### config.mk
export PLATFORM = sky130hd
export DESIGN_NAME = http_body_deframer_flat
export DESIGN_NICKNAME = d
export VERILOG_FILES = /design/src/sv/hbd_pkg.sv /design/src/sv/hbd_if.sv /design/src/sv/hbd_in_reg.sv /design/src/sv/hbd_core.sv /design/src/sv/hbd_out_reg.sv /design/src/sv/http_body_deframer.sv /design/src/flat_wrapper.sv
export VERILOG_INCLUDE_DIRS = /design/src /design/src/sv
export SDC_FILE = /design/constraint.sdc
export NUM_CORES = 1
export LEC_CHECK = 0
export ABC_CLOCK_PERIOD_IN_PS = 4100
export BUFFER_PORTS_ARGS = -buffer_cell sky130_fd_sc_hd__buf_2
export CORE_ASPECT_RATIO = 1.2
export CORE_UTILIZATION = 41
export CTS_CLUSTER_DIAMETER = 120
export DETAILED_ROUTE_END_ITERATION = 8
export PLACE_DENSITY = 0.65
export SLEW_MARGIN = 25
export SYNTH_ARGS = -nofsm -noshare
export SYNTH_HDL_FRONTEND = slang
export SYNTH_HIERARCHICAL = 1
export SYNTH_SLANG_ARGS = --single-unit
### constraint.sdc
create_clock -name i_clk -period 4.1 [get_ports i_clk]
set_clock_uncertainty 0.1 [all_clocks]
set_input_delay 0.615 -clock i_clk [delete_from_list [all_inputs] [get_ports i_clk]]
set_output_delay 0.615 -clock i_clk [all_outputs]
set_load 0.005 [all_outputs]
### src/sv/http_body_deframer_assert.svh
// assertion macros for the body deframer
`ifndef HTTP_BODY_DEFRAMER_ASSERT_SVH
`define HTTP_BODY_DEFRAMER_ASSERT_SVH

`ifndef ASSERT_OFF
`define HBD_ASSERT(lbl, prop) \
    lbl: assert property (@(posedge i_clk) disable iff (!i_rst_n) prop) \
        else $error("http_body_deframer assertion failed");
`define HBD_ASSERT_RST(lbl, prop) \
    lbl: assert property (@(posedge i_clk) prop) \
        else $error("http_body_deframer reset assertion failed");
`else
`define HBD_ASSERT(lbl, prop)
`define HBD_ASSERT_RST(lbl, prop)
`endif

`endif

### src/sv/hbd_pkg.sv
`timescale 1ns / 1ps

package hbd_pkg;

    localparam int LenBits   = 32;
    localparam int MaxDigits = 8;
    localparam int DigitBits = 4;
    localparam int CfgBits   = 32;

    localparam logic [7:0] ChrCr = 8'h0D;
    localparam logic [7:0] ChrLf = 8'h0A;

    localparam logic CfgChunkedMode = 1'b0;
    localparam logic CfgBodyLength  = 1'b1;

    typedef logic [LenBits-1:0] t_len;

    typedef enum logic [4:0] {
        PhSize  = 5'b00001,
        PhData  = 5'b00010,
        PhSkip1 = 5'b00100,
        PhSkip2 = 5'b01000,
        PhDone  = 5'b10000
    } t_phase;

    typedef struct packed {
        logic done;
        logic err;
    } t_status;

    // bit 4: is a hex digit, bits 3:0: digit value
    function automatic logic [4:0] hex_decode(input logic [7:0] b);
        logic [4:0] r;
        r = 5'b0;
        if (b >= 8'h30 && b <= 8'h39) begin
            r = {1'b1, 4'(b - 8'h30)};
        end else if (b >= 8'h41 && b <= 8'h46) begin
            r = {1'b1, 4'(b - 8'h37)};
        end else if (b >= 8'h61 && b <= 8'h66) begin
            r = {1'b1, 4'(b - 8'h57)};
        end
        return r;
    endfunction

endpackage

### src/sv/hbd_if.sv
`timescale 1ns / 1ps

interface hbd_byte_if;
    logic       valid;
    logic       ready;
    logic [7:0] stream_byte;

    modport source (output valid, output stream_byte, input ready);
    modport sink   (input valid, input stream_byte, output ready);
endinterface

interface hbd_res_if;
    logic       valid;
    logic       ready;
    logic [7:0] payload_byte;
    logic       payload_valid;
    logic       body_done;
    logic       size_error;

    modport source (output valid, output payload_byte, output payload_valid,
                    output body_done, output size_error, input ready);
    modport sink   (input valid, input payload_byte, input payload_valid,
                    input body_done, input size_error, output ready);
endinterface

interface hbd_cfg_if;
    logic                        valid;
    logic                        ready;
    logic                        index;
    logic [hbd_pkg::CfgBits-1:0] data;

    modport source (output valid, output index, output data, input ready);
    modport sink   (input valid, input index, input data, output ready);
endinterface

### src/sv/hbd_in_reg.sv
`timescale 1ns / 1ps

module hbd_in_reg (
    input  logic        i_clk,
    input  logic        i_rst_n,
    hbd_byte_if.sink    i_stream,
    hbd_byte_if.source  o_mid
);

    logic       r_valid;
    logic       n_valid;
    logic [7:0] r_byte;

    assign i_stream.ready    = !r_valid || o_mid.ready;
    assign o_mid.valid       = r_valid;
    assign o_mid.stream_byte = r_byte;

    always_comb begin
        n_valid = r_valid;
        if (i_stream.ready) begin
            n_valid = i_stream.valid;
        end
    end

    always_ff @(posedge i_clk) begin
        if (!i_rst_n) begin
            r_valid <= 1'b0;
        end else begin
            r_valid <= n_valid;
        end
    end

    always_ff @(posedge i_clk) begin
        if (i_stream.valid && i_stream.ready) begin
            r_byte <= i_stream.stream_byte;
        end
    end

endmodule

### src/sv/hbd_core.sv
`timescale 1ns / 1ps

module hbd_core (
    input  logic              i_clk,
    input  logic              i_rst_n,
    hbd_byte_if.sink          i_mid,
    hbd_cfg_if.sink           i_cfg,
    hbd_res_if.source         o_res,
    output hbd_pkg::t_status  o_status
);

    logic                                r_chunked;
    logic [hbd_pkg::CfgBits-1:0]         r_body_length;
    hbd_pkg::t_phase                     r_phase,   n_phase;
    hbd_pkg::t_len                       r_chunk,   n_chunk;
    hbd_pkg::t_len                       r_taken,   n_taken;
    logic [hbd_pkg::DigitBits-1:0]       r_digits,  n_digits;
    logic                                r_stopped, n_stopped;
    logic                                r_saw_cr,  n_saw_cr;
    logic                                r_err,     n_err;

    logic          fire;
    logic          pass;
    logic [4:0]    hex;
    logic [63:0]   len_ext;
    hbd_pkg::t_len limit;
    hbd_pkg::t_len taken_inc;
    hbd_pkg::t_len taken_sel;
    hbd_pkg::t_len chunk_dec;
    logic [7:0]    b;

    assign i_cfg.ready = 1'b1;
    assign i_mid.ready = o_res.ready;
    assign o_res.valid = i_mid.valid;
    assign fire        = i_mid.valid && o_res.ready;
    assign b           = i_mid.stream_byte;
    assign hex         = hbd_pkg::hex_decode(b);

    // clip the configured length to the counter range
    assign len_ext   = 64'(r_body_length);
    assign limit     = (|(len_ext >> hbd_pkg::LenBits)) ? '1
                                                        : hbd_pkg::t_len'(r_body_length);
    assign taken_inc = r_taken + 1'b1;
    assign taken_sel = (r_taken < limit) ? taken_inc : r_taken;
    assign chunk_dec = (r_chunk != '0) ? r_chunk - 1'b1 : r_chunk;

    always_comb begin
        n_phase   = r_phase;
        n_chunk   = r_chunk;
        n_taken   = r_taken;
        n_digits  = r_digits;
        n_stopped = r_stopped;
        n_saw_cr  = r_saw_cr;
        n_err     = r_err;
        pass      = 1'b0;
        if (fire && r_phase != hbd_pkg::PhDone) begin
            if (r_chunked) begin
                case (r_phase)
                    hbd_pkg::PhSize: begin
                        if (r_saw_cr && b == hbd_pkg::ChrLf) begin
                            n_phase   = (r_chunk == '0) ? hbd_pkg::PhDone : hbd_pkg::PhData;
                            n_digits  = '0;
                            n_stopped = 1'b0;
                            n_saw_cr  = 1'b0;
                        end else begin
                            n_saw_cr = (b == hbd_pkg::ChrCr);
                            if (!r_stopped) begin
                                if (!hex[4]) begin
                                    n_stopped = 1'b1;
                                end else if (r_digits >= hbd_pkg::DigitBits'(hbd_pkg::MaxDigits))
                                begin
                                    n_err   = 1'b1;
                                    n_chunk = '1;
                                end else begin
                                    n_digits = r_digits + 1'b1;
                                    if (|r_chunk[hbd_pkg::LenBits-1 -: 4]) begin
                                        n_chunk = '1;
                                    end else begin
                                        n_chunk = {r_chunk[hbd_pkg::LenBits-5:0], hex[3:0]};
                                    end
                                end
                            end
                        end
                    end
                    hbd_pkg::PhData: begin
                        pass    = 1'b1;
                        n_chunk = chunk_dec;
                        if (chunk_dec == '0) begin
                            n_phase = hbd_pkg::PhSkip1;
                        end
                    end
                    hbd_pkg::PhSkip1: begin
                        n_phase = hbd_pkg::PhSkip2;
                    end
                    hbd_pkg::PhSkip2: begin
                        n_phase   = hbd_pkg::PhSize;
                        n_chunk   = '0;
                        n_digits  = '0;
                        n_stopped = 1'b0;
                        n_saw_cr  = 1'b0;
                    end
                    default: begin
                    end
                endcase
            end else if (r_body_length != '0) begin
                pass    = (r_taken < limit);
                n_taken = taken_sel;
                if (taken_sel >= limit) begin
                    n_phase = hbd_pkg::PhDone;
                end
            end else begin
                pass = 1'b1;
            end
        end
    end

    assign o_res.payload_byte  = pass ? b : 8'h00;
    assign o_res.payload_valid = pass;
    assign o_res.body_done     = (n_phase == hbd_pkg::PhDone);
    assign o_res.size_error    = n_err;

    assign o_status.done = (r_phase == hbd_pkg::PhDone);
    assign o_status.err  = r_err;

    always_ff @(posedge i_clk) begin
        if (!i_rst_n) begin
            r_chunked     <= 1'b0;
            r_body_length <= '0;
        end else if (i_cfg.valid && i_cfg.ready) begin
            case (i_cfg.index)
                hbd_pkg::CfgChunkedMode: r_chunked     <= i_cfg.data[0];
                hbd_pkg::CfgBodyLength:  r_body_length <= i_cfg.data;
                default: begin
                end
            endcase
        end
    end

    always_ff @(posedge i_clk) begin
        if (!i_rst_n) begin
            r_phase   <= hbd_pkg::PhSize;
            r_chunk   <= '0;
            r_taken   <= '0;
            r_digits  <= '0;
            r_stopped <= 1'b0;
            r_saw_cr  <= 1'b0;
            r_err     <= 1'b0;
        end else begin
            r_phase   <= n_phase;
            r_chunk   <= n_chunk;
            r_taken   <= n_taken;
            r_digits  <= n_digits;
            r_stopped <= n_stopped;
            r_saw_cr  <= n_saw_cr;
            r_err     <= n_err;
        end
    end

endmodule

### src/sv/hbd_out_reg.sv
`timescale 1ns / 1ps

module hbd_out_reg (
    input  logic        i_clk,
    input  logic        i_rst_n,
    hbd_res_if.sink     i_res,
    hbd_res_if.source   o_payload
);

    logic       r_valid;
    logic       n_valid;
    logic [7:0] r_payload_byte;
    logic       r_payload_valid;
    logic       r_body_done;
    logic       r_size_error;

    assign i_res.ready             = !r_valid || o_payload.ready;
    assign o_payload.valid         = r_valid;
    assign o_payload.payload_byte  = r_payload_byte;
    assign o_payload.payload_valid = r_payload_valid;
    assign o_payload.body_done     = r_body_done;
    assign o_payload.size_error    = r_size_error;

    always_comb begin
        n_valid = r_valid;
        if (i_res.ready) begin
            n_valid = i_res.valid;
        end
    end

    always_ff @(posedge i_clk) begin
        if (!i_rst_n) begin
            r_valid <= 1'b0;
        end else begin
            r_valid <= n_valid;
        end
    end

    always_ff @(posedge i_clk) begin
        if (i_res.valid && i_res.ready) begin
            r_payload_byte  <= i_res.payload_byte;
            r_payload_valid <= i_res.payload_valid;
            r_body_done     <= i_res.body_done;
            r_size_error    <= i_res.size_error;
        end
    end

endmodule

### src/sv/http_body_deframer.sv
`timescale 1ns / 1ps
// http body deframer: strips chunked framing or applies a body length, 0 for none
// i_stream: raw body bytes after the headers, valid/ready handshake
// o_payload: one result per input item: payload_byte with payload_valid,
//   plus sticky body_done and size_error flags
// i_cfg: register writes, index 0 chunked_mode, index 1 body_length,
//   always ready; write only while no item is in flight
// path: an item taken passes the input register, then the decoder, and its
//   result the result register; the decoder state updates in one pass
// throughput: one item per cycle while o_payload is not held
// stall: while o_payload is held, the result register and the input
//   register fill and i_stream.ready drops; no item is lost or repeated
// reset: synchronous active low; clears both registers' valid flags, the decoder
//   state (size line phase, counters, error flag) and the configuration to zero
// once the body has ended, later items still give one result each, with
//   payload_valid low, until reset
`include "http_body_deframer_assert.svh"

module http_body_deframer (
    input  logic        i_clk,
    input  logic        i_rst_n,
    hbd_byte_if.sink    i_stream,
    hbd_cfg_if.sink     i_cfg,
    hbd_res_if.source   o_payload
);

    hbd_byte_if       mid_byte ();
    hbd_res_if        mid_res ();
    hbd_pkg::t_status status;

    hbd_in_reg u_in_reg (
        .i_clk    (i_clk),
        .i_rst_n  (i_rst_n),
        .i_stream (i_stream),
        .o_mid    (mid_byte)
    );

    hbd_core u_core (
        .i_clk    (i_clk),
        .i_rst_n  (i_rst_n),
        .i_mid    (mid_byte),
        .i_cfg    (i_cfg),
        .o_res    (mid_res),
        .o_status (status)
    );

    hbd_out_reg u_out_reg (
        .i_clk     (i_clk),
        .i_rst_n   (i_rst_n),
        .i_res     (mid_res),
        .o_payload (o_payload)
    );

    `HBD_ASSERT(a_done_sticky, status.done |=> status.done)
    `HBD_ASSERT(a_err_sticky, status.err |=> status.err)
    `HBD_ASSERT(a_no_pass_after_done, mid_res.valid && status.done |-> !mid_res.payload_valid)
    `HBD_ASSERT_RST(a_reset_empty, !i_rst_n |=> !o_payload.valid)

endmodule
### src/flat_wrapper.sv
// flat-port wrapper written by rule: the top's interface ports become plain ports
module http_body_deframer_flat 
  (i_clk, i_rst_n, i_stream_valid, i_stream_stream_byte, i_stream_ready, i_cfg_valid, i_cfg_index, i_cfg_data, i_cfg_ready, o_payload_valid, o_payload_payload_byte, o_payload_payload_valid, o_payload_body_done, o_payload_size_error, o_payload_ready);
  hbd_byte_if i_stream_i ();
  hbd_cfg_if i_cfg_i ();
  hbd_res_if o_payload_i ();
  input  logic i_clk;
  input  logic i_rst_n;
  input wire logic [$bits(i_stream_i.valid)-1:0] i_stream_valid;
  input wire logic [$bits(i_stream_i.stream_byte)-1:0] i_stream_stream_byte;
  output wire logic [$bits(i_stream_i.ready)-1:0] i_stream_ready;
  input wire logic [$bits(i_cfg_i.valid)-1:0] i_cfg_valid;
  input wire logic [$bits(i_cfg_i.index)-1:0] i_cfg_index;
  input wire logic [$bits(i_cfg_i.data)-1:0] i_cfg_data;
  output wire logic [$bits(i_cfg_i.ready)-1:0] i_cfg_ready;
  output wire logic [$bits(o_payload_i.valid)-1:0] o_payload_valid;
  output wire logic [$bits(o_payload_i.payload_byte)-1:0] o_payload_payload_byte;
  output wire logic [$bits(o_payload_i.payload_valid)-1:0] o_payload_payload_valid;
  output wire logic [$bits(o_payload_i.body_done)-1:0] o_payload_body_done;
  output wire logic [$bits(o_payload_i.size_error)-1:0] o_payload_size_error;
  input wire logic [$bits(o_payload_i.ready)-1:0] o_payload_ready;
  assign i_stream_i.valid = i_stream_valid;
  assign i_stream_i.stream_byte = i_stream_stream_byte;
  assign i_stream_ready = i_stream_i.ready;
  assign i_cfg_i.valid = i_cfg_valid;
  assign i_cfg_i.index = i_cfg_index;
  assign i_cfg_i.data = i_cfg_data;
  assign i_cfg_ready = i_cfg_i.ready;
  assign o_payload_valid = o_payload_i.valid;
  assign o_payload_payload_byte = o_payload_i.payload_byte;
  assign o_payload_payload_valid = o_payload_i.payload_valid;
  assign o_payload_body_done = o_payload_i.body_done;
  assign o_payload_size_error = o_payload_i.size_error;
  assign o_payload_i.ready = o_payload_ready;
  http_body_deframer u_core (.i_clk(i_clk), .i_rst_n(i_rst_n), .i_stream(i_stream_i), .i_cfg(i_cfg_i), .o_payload(o_payload_i));
endmodule
==> reports/qor.yml, run 1 <==
hpwl_um: 19400
pwr_density_cell_mw_per_mm2: 288
reg2reg_setup_slack_ns: -0.47
start_kind: "register"
synth_fp_nets: 1267
timing.rr.end: "u_core/u_out_reg/o_payload.body_done"
hp-class: "in2reg"
die-area_mm2: 0.0225
antenna_found_initial: 0
grt_pass1_wl_um: 43600
arrival_ns: 4.67
cts_buffer_depth: 2
ir_drop_v: 0.000292
grt_overflow: 0
areaGrowthSynthToFinish_pct: 26.9
place_congestion: 0.900
rows: 58
yosysWarnings: 6
final_util_pct: 53.8
drive_gt1_share_pct: 24.1
holdBufCountCts: 0
drc: 0
hold_depth: 1
setup_viol: 6
htree_levels: 4
die_w_um: 137
fmax_mhz: 219
timing.rr.start: "u_core/u_core/limit[25]"
nets: 1439
cp_max_fo: 2
vias: 9147
path_delay_family: "compound AO/OA/AOI/OAI gates"
grt_pass1_vias: 8811
ff2ff_path_depth: 19
drt_iter0_drc: 573
power_mw: 3.28
start_util_pct: 42.4
via_per_inst: 5.70
grt_max_degree: 56
clockRootBuffer: "clkbuf_16"
end_kind: "register"
syn_inst: 1150
slew_violations: 0
synth_area_mm2: 0.00898
crit_required_ns: 4.19
rsz0062_at_grt: "yes"
hold_viol_final: 0
fin_crit_sh_pct: 112
num_antenna_cells: 0
cts_tree: "yes"
fin_crit_ns: 4.57
postRouteAntennaNets: 0
worstPathBufferInverterCount: 1
max-slew-margin-rel_pct: 42.3
wl_per_cell_um: 16.6
drtPass1Iterations: 5
cpMostUsedCell: "a21o_1"
syn_avg_cell_area_um2: 7.81
max_stage_delay_ns: 0.46
gr-usage-all-layers_pct: 24.8
clk_pin_slew_ns: 0.07
worstSkewPairLatency_ns: 0.44
worst-slew-pin-transition_ns: 0.858
whs_endpoint: "u_core/u_in_reg/o_mid.stream_byte[3]"
power_leakage_nw: 4.73
core_area_mm2: 0.0212
min_from: "i_stream_stream_byte[3]"
cp_cell_sequence: "inv_2, ha_4, a21o_1, a21o_1, a211o_1, a211oi_2, nor2_2, or3_4, or3_4, xnor2_2, ha_1, a21o_1, a21oi_2, o211ai_1, a2111oi_2, o21ai_2, a21oi_2, a221oi_2, a21boi_2"
slowest_stage: "a2111oi_2"
status: "complete, but fails checks"
dpl.cell_count: 1560
crit_type: "reg2reg"
fin_cells: 1605
violations: "negative setup slack"
portBuffers: 58
maxCapViolations: 0
io_pins: 60
die_y_um: 164
routed_wl_um: 26600
whs_ns: 0.249
timing.final.ws_setup_ns: -0.474
cts_sinks: 130
cts_buffers: 17
==> cell type report <==
type / count / area [um2]
repair buffers: 222 / 1570
clock buffers: 17 / 425
flip-flops and latches: 130 / 2800
clock inverters: 15 / 183
fillers: 2001 / 9800
inverters: 56 / 213
multi-input cells: 895 / 5870
well taps: 270 / 338
==> layout by cell type, fill, tap and decap left out, types with 7 or more instances in the layout <==
cell	n
o21ai_0	83
o21a_1	10
or3_1	16
nor4_1	27
o31ai_1	12
nand3_1	33
clkbuf_16	17
buf_4	156
a211oi_1	7
and2_1	21
xor2_1	7
buf_2	58
a21o_1	10
mux2i_1	7
and3_1	14
a22oi_1	13
and4_1	8
inv_1	53
nand2b_1	15
dfxtp_1	105
xnor2_1	37
nor2_1	71
a21oi_1	105
ha_1	68
nand2_1	144
nand4_1	32
nor3_1	26
edfxtp_1	19
==> routing by layer <==
layer | up-vias | GRT usage (%) | wire length (um)
met3 | 62 | 3.80 | 1080
li1 | 4528 | - | -
met4 | 0 | 11.6 | 1010
met5 | - | 0 | 0
met2 | 217 | 44.7 | 13700
met1 | 4340 | 28.4 | 10800
==> state kept, by name, indices dropped and copies added (netlist names) <==
| register | cells |
|---|---|
| u_core/u_out_reg/o_payload.payload_byte | 8 |
| u_core/u_core/r_stopped | 1 |
| u_core/u_core/r_taken | 32 |
| u_core/u_out_reg/o_payload.valid | 1 |
| u_core/u_in_reg/o_mid.valid | 1 |
| u_core/u_core/r_err | 1 |
| u_core/u_out_reg/o_payload.body_done | 1 |
| u_core/u_core/r_chunked | 1 |
| u_core/u_core/r_chunk | 32 |
| u_core/u_out_reg/o_payload.payload_valid | 1 |
| u_core/u_in_reg/o_mid.stream_byte | 8 |
| u_core/u_core/r_phase | 5 |
| u_core/u_core/r_digits | 4 |
| u_core/u_core/r_saw_cr | 1 |
| u_core/u_core/limit | 32 |
| u_core/u_out_reg/o_payload.size_error | 1 |
==> worst max-delay path by stage <==
stage	slack, ns	endpoint	cells after the start	startpoint
3_5_place_dp	-0.58	u_core/u_out_reg/o_payload.body_done	22	u_core/u_core/limit[13]
4_1_cts	-0.35	u_core/u_core/r_phase[2]	20	u_core/u_core/limit[25]
2_1_floorplan	-0.20	u_core/u_out_reg/o_payload.body_done	20	u_core/u_core/limit[25]
6_report	-0.47	u_core/u_out_reg/o_payload.body_done	19	u_core/u_core/limit[25]
3_3_place_gp	-0.48	u_core/u_core/r_phase[2]	22	u_core/u_core/limit[13]
5_1_grt	-0.63	u_core/u_out_reg/o_payload.body_done	19	u_core/u_core/limit[14]
==> timing repair <==
item | CTS | global route
setup endpoints to repair | 6 | 6
setup buffers | 7 | 7
endpoints found under the hold margin | 0 | 0
resized for setup | 22 | 22
pin swaps | 17 | 30
==> power breakdown <==
part / switching, mW / total [mW] / leakage (nW) / internal, mW
Clock: 0.731 / 1.56 / 0.294 / 0.827
Sequential: 0.0203 / 1.34 / 1.09 / 1.32
Combinational: 0.208 / 0.381 / 3.35 / 0.174
==> per-stage QoR <==
step	instance area (um2)	TNS [ns]	setup slack, ns
2_1_floorplan	9030	-0.443	-0.205
6_report	11400	-2.14	-0.474
3_5_place_dp	10500	-3.01	-0.577
4_1_cts	11300	-1.70	-0.354
3_3_place_gp	10500	-2.42	-0.479
5_1_grt	11400	-3.31	-0.634
Note: power is estimated with default switching activity, not from simulation.
==> inputs of run 2 (changes only) <==
- ABC_CLOCK_PERIOD_IN_PS: 4100 -> 5600
- PLACE_DENSITY: 0.65 -> 0.63
- RECOVER_POWER: unset -> 50
- clock period: 4.1 -> 5.6 ns (I/O delays scaled with it)
==> run 2 against run 1 <==
The run ends with max-capacitance violations, max-slew violations left. Routed wire length shrank 7.7%. First-iteration DRC count grew 29%. Setup slack gained 0.85 ns. Via count shrank 6.8%. Power shrank 30%. Non-clock buffer count shrank 147. Sequential share of layout area grew 3.4 points. Combinational power shrank 49%. Global-route usage shrank 2.1 points. Sequential power shrank 26%. Cell count shrank 9.2%. Highest routed layer unchanged.
==> reports/qor.yml, run 2 (synthesis results as in run 1) <==
status: "complete, but fails checks"
violations: "max-capacitance violations, max-slew violations"
gr-usage-all-layers_pct: 22.7  # -2.1 points
routed-wl-met3_um: 869  # -19%
final_common_cell: "nand2_1"
maxCapViolations: 3  # +3
rsz0062_at_grt: "no"
fin_crit_sh_pct: 93.2  # -18 points
fin_cells: 1458  # -9.2%
postRouteAntennaNets: 0  # unchanged
power_leakage_nw: 3.89  # -18%
dr_wl_met2_um: 12200  # -11%
clk_pin_slew_ns: 0.07  # about the same
routed_wl_um: 24600  # -7.7%
die_w_um: 137  # unchanged
ir_drop_v: 0.000221  # -24%
cts_setup_buffers: 0  # -7
hpwl_um: 17800  # -8.1%
fin_area_mm2: 0.00999  # -12%
worstSkewPairLatency_ns: 0.43  # about the same
max-slew-margin-rel_pct: -37.3  # -80 points
start_util_pct: 42.4  # unchanged
drt-met1-wl_um: 10500  # -3.3%
cp_max_fo: 9  # +7
layout_common_cells: "nand2_1, dfxtp_1, a21oi_1, o21ai_0, nor2_1"
cts_sinks: 130  # unchanged
pwr_density_cell_mw_per_mm2: 229  # -21%
vias: 8528  # -6.8%
drtPass1Iterations: 5  # unchanged
hold_viol_final: 0  # unchanged
cts_buffer_depth: 2  # unchanged
cts_buffers: 17  # unchanged
htree_levels: 4  # unchanged
cts_resized: 0  # -100%
grt_pass1_wl_um: 40200  # -7.8%
io_pins: 60  # unchanged
setup_viol: 0  # -6
num_antenna_cells: 0  # unchanged
cts_tree: "yes"
setup_tns_ns: 0  # +2.14 ns
rows: 58  # unchanged
fmax_mhz: 192  # -12%
die-area_mm2: 0.0225  # unchanged
drc: 0  # unchanged
whs_ns: 0.371  # +0.121 ns
routed.top_layer: "met4"
placed_area_mm2: 0.00944  # -10%
die_y_um: 164  # unchanged
holdBufCountCts: 0  # unchanged
end_kind: "register"
worst-slew-pin-transition_ns: 2.06  # +1.20 ns
drt_iter0_drc: 741  # +29%
crit_type: "reg2reg"
arrival_ns: 5.29  # +0.62 ns
grt_pass1_vias: 8144  # -7.6%
areaGrowthSynthToFinish_pct: 11.2
wl_per_cell_um: 16.8  # +1.6%
via_per_inst: 5.85  # +2.6%
start_kind: "register"
place_congestion: 0.891  # -1.0%
drive_gt1_share_pct: 10.5  # -14 points
portBuffers: 58  # unchanged
fin_crit_ns: 5.22  # +0.647 ns
crit_required_ns: 5.67  # +1.48 ns
clockRootBuffer: "clkbuf_16"
grt_overflow: 0  # unchanged
dpl.cell_count: 1426  # -8.6%
hp-class: "reg2reg"
nets: 1292  # -10%
grt_max_degree: 47  # -16%
antenna_found_initial: 0  # unchanged
slew_violations: 124  # +124
core_area_mm2: 0.0212  # unchanged
final_util_pct: 47.1  # -6.6 points
## run 2: changes by cell type in the layout (fill, tap and decap cells not counted), moves of 4 or more
cell and delta:
clkbuf_1 +8, buf_6 -5, a21oi_1 +5, o21ai_0 +6
buf_4 -140, buf_2 -8, dfxtp_1 +6, dfxtp_2 -6
clkinv_8 -5, o21ai_1 -4, a21oi_2 -5
## run 2: final cells by class
class | count | area [um2]
clock buffer | 17 | 425
clock inverter | 15 | 148
fill | 2113 | 11200
inverter | 56 | 210
multi-input combinational | 895 | 5670
sequential | 130 | 2790
tap | 270 | 338
timing repair buffer | 75 | 405
## run 2: worst max-delay path, cell delays in order (launching register included)
cell and delay, ns:
dfxtp_1 0.43, ha_1 0.27, a211oi_1 0.22, o21bai_1 0.14
a21oi_1 0.15, o21ai_0 0.18, a221o_1 0.44, or3_1 0.53
or3_1 0.41, xnor2_1 0.14, ha_1 0.29, a21o_1 0.18
a21oi_1 0.14, o211ai_1 0.10, a2111oi_0 0.55, o21ai_0 0.25
a21oi_1 0.21, a221oi_1 0.08, a21boi_0 0.15
## run 2: path summary, 6_finish.rpt
path / start / endpoint / slack [ns] / depth (start not counted)
max: u_core/u_core/r_taken[13] / u_core/u_out_reg/o_payload.body_done / 0.38 / 18
min: u_core/u_core/limit[15] / u_core/u_core/limit[15] / 0.37 / 2
max reg2reg: u_core/u_core/r_taken[13] / u_core/u_out_reg/o_payload.body_done / 0.38 / 18
min reg2reg: u_core/u_core/limit[15] / u_core/u_core/limit[15] / 0.37 / 2
## run 2: metrics by stage
step                power [mW]  worst slack (ns)
floorplan                 1.13              1.07
global placement          1.20             0.378
detailed placement        1.20             0.194
CTS                       2.31             0.177
global route              2.38            0.0391
finish                    2.29             0.380
## run 2: per-layer routing
layer  up-vias  track usage [%]
met5         -                0
met4         0             11.3
met3        78             2.81
met2       216             40.6
met1      4008             26.4
li1       4226                -
## run 2: power breakdown
part | total (mW) | switching [mW] | internal [mW]
registers | 0.988 | 0.0195 | 0.968
clock network | 1.10 | 0.480 | 0.625
logic | 0.194 | 0.122 | 0.0726
total | 2.29 | 0.621 | 1.67
==> inputs of run 3 (changes only) <==
- ABC_CLOCK_PERIOD_IN_PS: 5600 -> 4690
- PLACE_DENSITY: 0.63 -> 0.65
- SYNTH_HIERARCHICAL: 1 -> unset
- clock period: 5.6 -> 4.69 ns (I/O delays scaled with it)
==> run 3 against run 2 <==
The flow still finishes with violations (max-capacitance violations, max-slew violations). Area after synthesis is 1.6% lower. Register-to-register slack got worse by 0.11 ns. Combinational power increased by 23%. Routed wire length is 3.1% lower. Largest power group unchanged. Highest routed layer unchanged.
==> reports/qor.yml, run 3 <==
drt_iter0_drc: 615  # -17%
pwr-share-clk_pct: 50.2  # +1.9 points
crit_type: "reg2reg"
cts_buffers: 17  # unchanged
die_w_um: 136  # -0.79%
fin_crit_ns: 4.42  # -0.799 ns
grtUsageMet2_pct: 37.8  # -2.7 points
cts_tree: "yes"
worst-slew-pin-transition_ns: 1.50  # -0.558 ns
multi_input_area_mm2: 0.00560  # -1.2%
worstPathBufferInverterCount: 2  # +2
cts_sinks: 130  # unchanged
rsz0062_at_grt: "no"
power_frac_seq_pct: 41.5  # -1.7 points
vias: 8563  # +0.41%
synth_top_area_share_pct: 25.2
ys_types: 78
wl_per_cell_um: 16.4  # -2.9%
areaGrowthSynthToFinish_pct: 13.6
swShare_pct: 25.5  # -1.7 points
grt_pass1_wl_um: 39700  # -1.2%
async_flop_share_pct: 0
htree_levels: 4  # unchanged
via_per_inst: 5.89  # +0.62%
portBuffers: 58  # unchanged
cpMostUsedCell: "ha_1"
seq_area_frac_synth_pct: 31.6
layout_common_cells: "nand2_1, a21oi_1, dfxtp_1, nor2_1, ha_1"
slew_violations: 40  # -68%
core_area_mm2: 0.0210  # -0.68%
grt_max_degree: 65  # +38%
end_kind: "register"
hold_depth: 1  # -1
ys_ff_latch: 130
grt_pass1_vias: 8050  # -1.2%
synth_most_common_cell: "nand2_1"
fmax_mhz: 226  # +18%
hold_viol_final: 0  # unchanged
synthTopCellsByArea: "dfxtp_1, ha_1, a21oi_1"
cts_setup_buffers: 0  # unchanged
timing.rr.start: "u_core.u_core.limit[20]"
reg2reg_setup_slack_ns: 0.27  # -0.11 ns
pwr_density_cell_mw_per_mm2: 283  # +24%
rows: 58  # unchanged
setup_viol: 0  # unchanged
start_kind: "register"
dp_slack_ns: -0.0760  # -0.270 ns
power_frac_comb_pct: 8.4  # about the same
cp_cell_sequence: "inv_1, ha_1, a2111oi_0, o21ai_0, a221o_1, a21oi_2, o21ai_4, buf_6, nor3_1, xor2_1, ha_1, and3_1, nand4_1, or3_1, a211oi_2, nor2_4, a32o_1"
p_switching_mw: 0.723  # +17%
clockRootBuffer: "clkbuf_16"
power_leakage_nw: 3.98  # +2.4%
hpwl_um: 16600  # -7.0%
yosys_most_used_dff: "dfxtp_1"
grt_overflow: 0  # unchanged
nets: 1290  # -0.15%
die_y_um: 163  # -0.80%
start_util_pct: 42.0  # -0.39 points
clk_pin_slew_ns: 0.06  # about the same
synth_fp_nets: 1257  # -0.79%
drive_gt1_share_pct: 11.9  # +1.4 points
timing.final.ws_setup_ns: 0.268  # -0.111 ns
io_pins: 60  # unchanged
synth_common_cells: "nand2_1, a21oi_1, dfxtp_1"
synth_area_mm2: 0.00883  # -1.6%
status: "complete, but fails checks"
seqCellArea_mm2: 0.00279  # unchanged
final_common_cell: "nand2_1"
cp_max_fo: 45  # +36
hp-class: "in2reg"
timing.rr.end: "u_core.u_core.r_phase[1]"
whs_endpoint: "u_core.u_in_reg.o_mid.stream_byte[6]"
violations: "max-capacitance violations, max-slew violations"
ff2ff_path_depth: 17  # -1
fin_area_mm2: 0.0100  # +0.50%
postRouteAntennaNets: 0  # unchanged
setup_tns_ns: 0  # unchanged
drc: 0  # unchanged
worstSkewPairLatency_ns: 0.43  # about the same
yosysTopAreaCell: "dfxtp_1"
drtPass1Iterations: 5  # unchanged
fillers: 2117  # +0.19%
antenna_found_initial: 0  # unchanged
syn_avg_cell_area_um2: 7.75  # -0.65%
slowest_stage: "a2111oi_0"
synth_enable_flop_cells: 19
fin_crit_sh_pct: 94.3  # +1.1 points
num_antenna_cells: 0  # unchanged
placed_area_mm2: 0.00938  # -0.65%
cts_buffer_depth: 2  # unchanged
use_met3_pct: 3.83  # +1.0 points
crit_required_ns: 4.91  # -0.76 ns
place_congestion: 0.911  # +2.2%
min_from: "i_stream_stream_byte[6]"
syn_inst: 1139  # -0.96%
yosysWarnings: 0  # -6
ir_drop_v: 0.000303  # +37%
arrival_ns: 4.64  # -0.65 ns
max_stage_delay_ns: 0.38  # -0.17 ns
path_delay_family: "compound AO/OA/AOI/OAI gates"
routed_wl_um: 23800  # -3.1%
maxCapViolations: 1  # -2
grtUsageMet1_pct: 28.0  # +1.6 points
die-area_mm2: 0.0221  # -1.6%
power_mw: 2.84  # +24%
max-slew-margin-rel_pct: -0.640  # +37 points
gr-usage-all-layers_pct: 22.3  # -0.38 points
busiest_layer: "met2"
p_int_mw: 2.12  # +27%
final_util_pct: 47.7  # +0.56 points
run 3: power groups by stage:
stage / combinational, mW / clock (mW) / sequential, mW
2_1_floorplan: 0.154 / 0 / 1.20
3_3_place_gp: 0.233 / 0 / 1.20
5_1_grt: 0.268 / 1.49 / 1.18
3_5_place_dp: 0.235 / 0 / 1.20
4_1_cts: 0.237 / 1.45 / 1.18
6_report: 0.238 / 1.42 / 1.18
run 3: cell type report:
class,count,share of cell area [%]
inverter,51,1.92
timing repair buffer,86,4.85
tap,270,3.37
clock buffer,19,4.53
multi-input combinational,886,55.8
clock inverter,13,1.73
sequential,130,27.8
run 3: kinds of logic after synthesis:
| group | after synthesis | share of synthesized area [%] |
|---|---|---|
| XOR/XNOR | 38 | 3.77 |
| multiplexers | 2 | 0.241 |
| AO/OA/AOI/OAI | 319 | 22.5 |
| adder cells (fa/ha/maj) | 72 | 10.2 |
| AND/OR/NAND/NOR | 454 | 26.0 |
| flip-flops | 130 | 31.6 |
| other | 1 | 0.0425 |
| buffers and inverters | 123 | 5.61 |
run 3: per-layer routing:
layer	share of wire (%)	wire, um	vias to the layer above
met5	0	0	-
met4	2.5	588	0
met1	45	10600	4092
li1	-	-	4216
met3	3.9	939	42
met2	49	11700	213
run 3: how the worst max path moves through the flow:
stage	start	end	cells after the start
floorplan	u_core.u_core.limit[20]	u_core.u_out_reg.o_payload.body_done	21
global placement	u_core.u_core.limit[20]	u_core.u_core.r_phase[1]	18
detailed placement	u_core.u_core.limit[20]	u_core.u_core.r_phase[1]	18
CTS	u_core.u_core.limit[20]	u_core.u_core.r_phase[1]	18
global route	u_core.u_core.limit[25]	u_core.u_core.r_phase[1]	18
finish	u_core.u_core.limit[20]	u_core.u_core.r_phase[1]	17
run 3: stage by stage:
stage / hold slack (ns) / instances
floorplan: 0.349 / 1139
global placement: 0.362 / 1423
detailed placement: 0.365 / 1423
CTS: 0.335 / 1455
global route: 0.337 / 1455
finish: 0.347 / 1455
run 3: what timing repair did:
action / in CTS / in global routing
pin swaps: 0 / 1
hold buffers: 0 / 0
setup endpoints to repair: 4 / 5
resized for setup: 1 / 9
